--- src/rtl/cfm_pkg.sv ---
package cfm_pkg;

  localparam int unsigned CODE_SPACE = 65536;
  localparam int unsigned CODE_W     = 16;
  localparam int unsigned TAG_W      = 16;
  localparam int unsigned ENTRY_W    = CODE_W + TAG_W;
  localparam int unsigned ADDR_W     = $clog2(CODE_SPACE);

  // table size as a value comparable against a zero-extended code
  localparam logic [CODE_W:0] SPACE_LIM = (CODE_W + 1)'(CODE_SPACE);

  typedef enum logic [2:0] {
    CMD_MAP        = 3'd0,
    CMD_RANGE      = 3'd1,
    CMD_PASS       = 3'd2,
    CMD_RANGE_PASS = 3'd3,
    CMD_TRANSFORM  = 3'd4
  } cmd_e;

  typedef enum logic [1:0] {
    ST_OK    = 2'd0,
    ST_LEN   = 2'd1,
    ST_ORDER = 2'd2,
    ST_SKIP  = 2'd3
  } status_e;

  typedef enum logic [1:0] {
    CS_CLEAR,
    CS_IDLE,
    CS_WALK
  } ctrl_state_e;

  typedef struct packed {
    logic                 we;
    logic [ADDR_W-1:0]    waddr;
    logic [ENTRY_W-1:0]   wdata;
    logic [ADDR_W-1:0]    raddr;
  } mem_req_t;

  typedef struct packed {
    status_e              status;
    logic                 replaced;
    logic [CODE_W-1:0]    code;
    logic [TAG_W-1:0]     tag;
    logic                 tag_valid;
  } res_t;

endpackage

--- src/rtl/cfm_ctrl.sv ---
module cfm_ctrl (
  input  logic                        clk_i,
  input  logic                        rst_ni,
  input  logic                        in_valid_i,
  output logic                        in_stall_o,
  input  logic [2:0]                  command_i,
  input  logic [cfm_pkg::CODE_W-1:0]  src_code_i,
  input  logic [cfm_pkg::CODE_W-1:0]  src_last_i,
  input  logic [cfm_pkg::CODE_W-1:0]  dest_code_i,
  input  logic [cfm_pkg::CODE_W-1:0]  dest_last_i,
  input  logic [cfm_pkg::TAG_W-1:0]   tag_in_i,
  input  logic                        pass_thru_i,
  input  logic                        out_free_i,
  output logic                        res_push_o,
  output cfm_pkg::res_t               res_o,
  output cfm_pkg::mem_req_t           mem_req_o,
  input  logic [cfm_pkg::ENTRY_W-1:0] rd_data_i
);
  import cfm_pkg::*;

  ctrl_state_e         state_q, state_d;
  logic [ADDR_W-1:0]   clr_ptr_q, clr_ptr_d;
  logic                res_pend_q, res_pend_d;

  logic [CODE_W-1:0]   ptr_q, ptr_d;
  logic [CODE_W-1:0]   last_q, last_d;
  logic [CODE_W-1:0]   dst_q, dst_d;
  logic [TAG_W-1:0]    tag_q, tag_d;
  logic                xform_q, xform_d;
  logic                repl_q, repl_d;
  res_t                res_q, res_d;

  logic                in_accept;
  logic                push;
  logic                is_range, is_pass;
  logic                order_err, len_err, skip;
  logic                ptr_in_range;
  logic [ENTRY_W-1:0]  entry;
  logic                entry_hit;
  logic [CODE_W-1:0]   ptr_inc;

  assign push       = res_pend_q && out_free_i;
  assign in_stall_o = !((state_q == CS_IDLE) && (!res_pend_q || out_free_i));
  assign in_accept  = in_valid_i && !in_stall_o;

  assign is_range  = (command_i == CMD_RANGE) || (command_i == CMD_RANGE_PASS);
  assign is_pass   = (command_i == CMD_PASS) || (command_i == CMD_RANGE_PASS);
  assign order_err = ((command_i == CMD_RANGE) &&
                      ((src_code_i >= src_last_i) || (dest_code_i >= dest_last_i))) ||
                     ((command_i == CMD_RANGE_PASS) && (src_code_i >= src_last_i));
  assign len_err   = (command_i == CMD_RANGE) &&
                     ((src_last_i - src_code_i) != (dest_last_i - dest_code_i));
  assign skip      = is_pass && pass_thru_i && (tag_in_i == '0);

  assign ptr_in_range = {1'b0, ptr_q} < SPACE_LIM;
  assign entry        = ptr_in_range ? rd_data_i : '0;
  assign entry_hit    = (entry != '0);
  assign ptr_inc      = ptr_q + CODE_W'(1);

  always_ff @(posedge clk_i or negedge rst_ni) begin
    if (!rst_ni) begin
      state_q    <= CS_CLEAR;
      clr_ptr_q  <= '0;
      res_pend_q <= 1'b0;
    end else begin
      state_q    <= state_d;
      clr_ptr_q  <= clr_ptr_d;
      res_pend_q <= res_pend_d;
    end
  end

  always_ff @(posedge clk_i) begin
    ptr_q   <= ptr_d;
    last_q  <= last_d;
    dst_q   <= dst_d;
    tag_q   <= tag_d;
    xform_q <= xform_d;
    repl_q  <= repl_d;
    res_q   <= res_d;
  end

  always_comb begin
    state_d    = state_q;
    clr_ptr_d  = clr_ptr_q;
    res_pend_d = res_pend_q && !push;
    ptr_d      = ptr_q;
    last_d     = last_q;
    dst_d      = dst_q;
    tag_d      = tag_q;
    xform_d    = xform_q;
    repl_d     = repl_q;
    res_d      = res_q;

    mem_req_o.we    = 1'b0;
    mem_req_o.waddr = ptr_q[ADDR_W-1:0];
    mem_req_o.wdata = {tag_q, dst_q};
    mem_req_o.raddr = src_code_i[ADDR_W-1:0];

    case (state_q)
      CS_CLEAR: begin
        mem_req_o.we    = 1'b1;
        mem_req_o.waddr = clr_ptr_q;
        mem_req_o.wdata = '0;
        clr_ptr_d       = clr_ptr_q + ADDR_W'(1);
        if (clr_ptr_q == ADDR_W'(CODE_SPACE - 1)) begin
          state_d = CS_IDLE;
        end
      end

      CS_IDLE: begin
        if (in_accept) begin
          ptr_d   = src_code_i;
          last_d  = is_range ? src_last_i : src_code_i;
          dst_d   = is_pass ? src_code_i : dest_code_i;
          tag_d   = tag_in_i;
          xform_d = (command_i == CMD_TRANSFORM);
          repl_d  = 1'b0;
          res_d   = '0;
          res_d.status = ST_OK;
          case (command_i)
            CMD_MAP, CMD_TRANSFORM: begin
              state_d = CS_WALK;
            end
            CMD_RANGE: begin
              if (order_err) begin
                res_d.status = ST_ORDER;
                res_pend_d   = 1'b1;
              end else if (len_err) begin
                res_d.status = ST_LEN;
                res_pend_d   = 1'b1;
              end else begin
                state_d = CS_WALK;
              end
            end
            CMD_PASS: begin
              if (skip) begin
                res_d.status = ST_SKIP;
                res_pend_d   = 1'b1;
              end else begin
                state_d = CS_WALK;
              end
            end
            CMD_RANGE_PASS: begin
              if (order_err) begin
                res_d.status = ST_ORDER;
                res_pend_d   = 1'b1;
              end else if (skip) begin
                res_d.status = ST_SKIP;
                res_pend_d   = 1'b1;
              end else begin
                state_d = CS_WALK;
              end
            end
            default: begin
              // unknown command: no effect, plain ok beat
              res_pend_d = 1'b1;
            end
          endcase
        end
      end

      CS_WALK: begin
        // rd_data_i holds the entry at ptr_q, read in the cycle before
        if (xform_q) begin
          res_d.status    = ST_OK;
          res_d.replaced  = 1'b0;
          res_d.tag_valid = entry_hit;
          res_d.code      = entry_hit ? entry[CODE_W-1:0] :
                            (pass_thru_i ? ptr_q : '0);
          res_d.tag       = entry_hit ? entry[ENTRY_W-1:CODE_W] : '0;
          res_pend_d      = 1'b1;
          state_d         = CS_IDLE;
        end else begin
          mem_req_o.we    = ptr_in_range;
          repl_d          = repl_q || entry_hit;
          mem_req_o.raddr = ptr_inc[ADDR_W-1:0];
          if (ptr_q == last_q) begin
            res_d.status    = ST_OK;
            res_d.replaced  = repl_q || entry_hit;
            res_d.code      = '0;
            res_d.tag       = '0;
            res_d.tag_valid = 1'b0;
            res_pend_d      = 1'b1;
            state_d         = CS_IDLE;
          end else begin
            ptr_d = ptr_inc;
            dst_d = dst_q + CODE_W'(1);
          end
        end
      end

      default: begin
        state_d = CS_IDLE;
      end
    endcase
  end

  assign res_push_o = push;
  assign res_o      = res_q;

endmodule

--- config.mk ---
export PLATFORM = sky130hd
export DESIGN_NAME = cfm_ctrl
export DESIGN_NICKNAME = d
export VERILOG_FILES = /design/src/rtl/cfm_pkg.sv /design/src/rtl/cfm_ctrl.sv
export SDC_FILE = /design/constraint.sdc
export NUM_CORES = 1
export LEC_CHECK = 0
export CAP_MARGIN = 15
export CORE_ASPECT_RATIO = 1.25
export CORE_MARGIN = 4
export CORE_UTILIZATION = 25
export CTS_BUF_LIST = sky130_fd_sc_hd__clkbuf_4 sky130_fd_sc_hd__clkbuf_8
export DETAILED_ROUTE_END_ITERATION = 10
export DONT_BUFFER_PORTS = 1
export GPL_TIMING_DRIVEN = 0
export SYNTH_ARGS = -nofsm -noshare
export SYNTH_HDL_FRONTEND = slang
export SYNTH_SLANG_ARGS = --single-unit
--- constraint.sdc ---
create_clock -name clk_i -period 6.7 [get_ports clk_i]
set_input_delay 1.34 -clock clk_i [delete_from_list [all_inputs] [get_ports clk_i]]
set_output_delay 1.34 -clock clk_i [all_outputs]
set_load 0.005 [all_outputs]
==> impl_metrics.yaml <==
drt:
  met3WireLength_um: 2780
  drt_iter0_drc: 469
  drt-pass1-iter-count: 6
  wl_met2_um: 14450
  met1_length_um: 10620
  drcViolationCount: 0
  wl_per_cell_um: 21.69
  postRouteAntennaNets: 0
  drt_wl_total_um: 28560
  top_layer_used: "met4"
  via_per_inst: 5.052
  vias: 6653
cells_and_area:
  fin_nets: 1049
  fillers: 3432
  area_growth_pct: 12.17
  fin_util_pct: 28.45
  design_area_um2: 9298
  drive_gt1_share_pct: 7.572
setup_path:
  crit_required_ns: 5.36
  slowest_delay_ns: 0.43
  worst_path_max_delay_cell: "o21ai_0"
  critPathLaunchType: "flop"
  cp.arrival_ns: 2.80
  path_common_cell: "clkbuf_1"
  crit_type: "reg -> out"
  critPathCaptureType: "output port"
  crit_fanout: 7
  worstPathCellList: "clkbuf_1, and3_1, and2_1, and4_1, clkbuf_1, nand4_1, xor2_1, o21ai_0"
placement:
  post_dp_cell_area_um2: 8884
  portBuffers: 0
  dp_hpwl_um: 23800
  gp_congestion: 0.9032
timing:
  period_share_pct: 61.85
  worst_slew_margin_rel_pct: 33.13
  finalMaxSlewViolations: 0
  finalSetupViolCount: 0
  fin_skew_ns: 0.01020
  rsz0062_at_grt: "false"
  period_needed_ns: 4.144
  fmax_mhz: 241.3
  tightest_slew_ns: 0.9976
  hold_viol_final: 0
global_routing:
  grt-ovfl-total: 0
  grt_first_pass_wirelength_um: 41190
  grt_max_degree: 36
  track_usage_pct: 15.39
  grt_pass1_vias: 6515
  antenna_found_initial: 1
floorplan:
  dieHeight_um: 211.6
  io_pins: 223
  dieArea_um2: 36150
  rows: 74
  core_um2: 32680
  chipWidth_um: 170.9
  start_util_pct: 25.36
logic_synthesis:
  muxShareOfSynthArea_pct: 2.566
  ys_seq_elements: 121
  yosys.cell_types.count: 61
  synth_edf_count: 102
  syn_area_um2: 8289
  synth_area_per_cell_um2: 9.583
  synthesis.nets: 1027
  ys.warnings.count: 0
  yosysTopAreaCell: "edfxtp_1"
  synth_most_common_cell: "edfxtp_1"
  synthArstFlopShare_pct: 15.70
  synth-seq-area-share_pct: 42.69
  synth_xor_area_share_pct: 10.73
  synth_top_cell_area_share_pct: 36.95
  yosys-top-cells-count: "edfxtp_1 (102), nand2_1 (87), xnor2_1 (68)"
  synth-compound-area-share_pct: 14.72
  synth_area_leaders: "edfxtp_1 (37%), xnor2_1 (7.2%), ha_1 (6.0%), dfrtp_1 (5.7%), nand2_1 (3.9%)"
  synthSimpleGateAreaFrac_pct: 19.03
  ys.flop_type: "edfxtp_1"
  yosys.area_share.adder_pct: 6.521
  synth_cells: 865
  synth_top_family_by_area: "simple AND/OR/NAND/NOR gates"
power:
  switchingPower_mw: 1.236
  power_density_nw_per_um2: 345.8
  power_leakage_nw: 3.491
  p_sw_share_pct: 38.43
  power_frac_clock_pct: 22.1
  intPower_mw: 1.980
  p_comb_share_pct: 36.3
  seqPwrFrac_pct: 41.6
  peakVddDrop_mv: 0.1844
min_path:
  hold_class: "reg -> reg"
clock_tree:
  path_clk_slew_ns: 0.08
  cts_buffer_depth: 2
  numCtsBuffers: 17
  cts_root_buf: "clkbuf_8"
  cts_setup_buffers: 0
  ctsHoldBuffers: 0
  numClockSinks: 121
  htreeDepth: 4
  cts_tree: "yes"
  clk_latency_ns: 0.46
  ctsResizeCount: 0
job:
  drv_cap: 0
run_status:
  status: "finished clean"
power by group through the flow:
stage | logic [mW] | clock network (mW) | registers (mW)
finish | 1.17 | 0.709 | 1.34
CTS | 1.18 | 0.725 | 1.34
detailed placement | 1.18 | 0 | 1.36
floorplan | 0.827 | 0 | 1.29
global route | 1.28 | 0.750 | 1.37
global placement | 1.11 | 0 | 1.37
final timing paths:
kind                                from  slack [ns]            end  depth (start not counted)
setup / recovery                ptr_q[2]        2.56  mem_req_o[15]                          8
setup reg to reg                ptr_q[0]        3.30      res_o[28]                          8
hold / removal             clr_ptr_q[11]        0.50  clr_ptr_q[11]                          1
min in group asynchronous         rst_ni        0.56   clr_ptr_q[7]                          0
hold reg to reg            clr_ptr_q[11]        0.50  clr_ptr_q[11]                          1
max in group asynchronous         rst_ni        6.05     state_q[1]                          0
flip-flops by register name (all words and copies together), names as in the netlist:
signal	flops
last_q	16
tag_q	16
repl_q	1
res_o	36
dst_q	16
res_pend_q	1
state_q	2
xform_q	1
clr_ptr_q	16
ptr_q	16
cell families after synthesis:
kind of cell               count (synthesis)
muxes                                     19
and+or+nand+nor                          306
xor gates and xnor gates                 100
buffers and inverters                     82
adders and majority gates                 42
AOI/OAI and AO/OA                        195
DFF                                      121
cell usage in the layout (no fill, tap or decap), types with 3 or more instances in the layout:
cell type   synthesis  final
clkbuf_1           34     34
and3_1             12     11
a31oi_1             4      4
o31ai_1             5      5
a211o_1             5      5
bufinv_16           0      4
edfxtp_1          102    102
and2_1             20     20
o21ai_0            55     55
nand3_1            21     21
or3_1               3      3
a22o_1             16     16
nand4_1            19     19
nor3_1              9      8
and4_1              6      6
nand3b_1            3      3
clkinvlp_4          0      3
ha_1               40     40
nand2b_1            7      7
inv_1              43     43
buf_1               3      3
nor2b_1            37     37
nor2_1             57     57
a21oi_1            64     63
clkbuf_8            0     17
mux2_2             18     18
xnor2_1            68     68
a211oi_1           10     10
a21o_1             16     16
nand2_1            87     87
xor2_1             31     31
dfrtp_1            19     19
nor4_1             12     12
worst max-delay path: cells and delay by family, from the launching register on:
family | cells | cell delay (ns)
buf+inv | 2 | 0.60
flops | 1 | 0.33
compound gates | 1 | 0.43
xor+xnor | 1 | 0.20
simple gates | 4 | 0.79
area by class of cell:
cell class / count / area, um2 / share of cell area, %
sequential: 121 / 3538 / 38.06
inverter: 43 / 161.4 / 1.736
multi-input combinational: 662 / 4458 / 47.95
tap: 418 / 523.0 / 5.625
timing repair buffer: 3 / 53.80 / 0.5787
clock inverter: 13 / 177.7 / 1.911
clock buffer: 17 / 234.0 / 2.516
antenna: 1 / 2.502 / 0.02691
buffer: 39 / 148.9 / 1.601
routing by layer:
metal	vias up	global-route usage, %
li1	3138	-
met1	3186	17.14
met2	288	27.20
met3	41	5.473
met4	0	5.275
met5	-	0
metrics by stage:
| step | instances | setup WS, ns | hold WS, ns | TNS (ns) | total power, mW |
|---|---|---|---|---|---|
| after floorplan | 865 | 1.090 | 0.4496 | 0 | 2.115 |
| after global placement | 1283 | -0.3139 | 0.4646 | -11.24 | 2.472 |
| after detailed placement | 1286 | 2.506 | 0.4766 | 0 | 2.533 |
| after CTS | 1316 | 2.464 | 0.4907 | 0 | 3.247 |
| after global routing | 1317 | 2.253 | 0.5206 | 0 | 3.402 |
| final | 1317 | 2.556 | 0.4961 | 0 | 3.215 |
(Power assumes the default switching activity.)
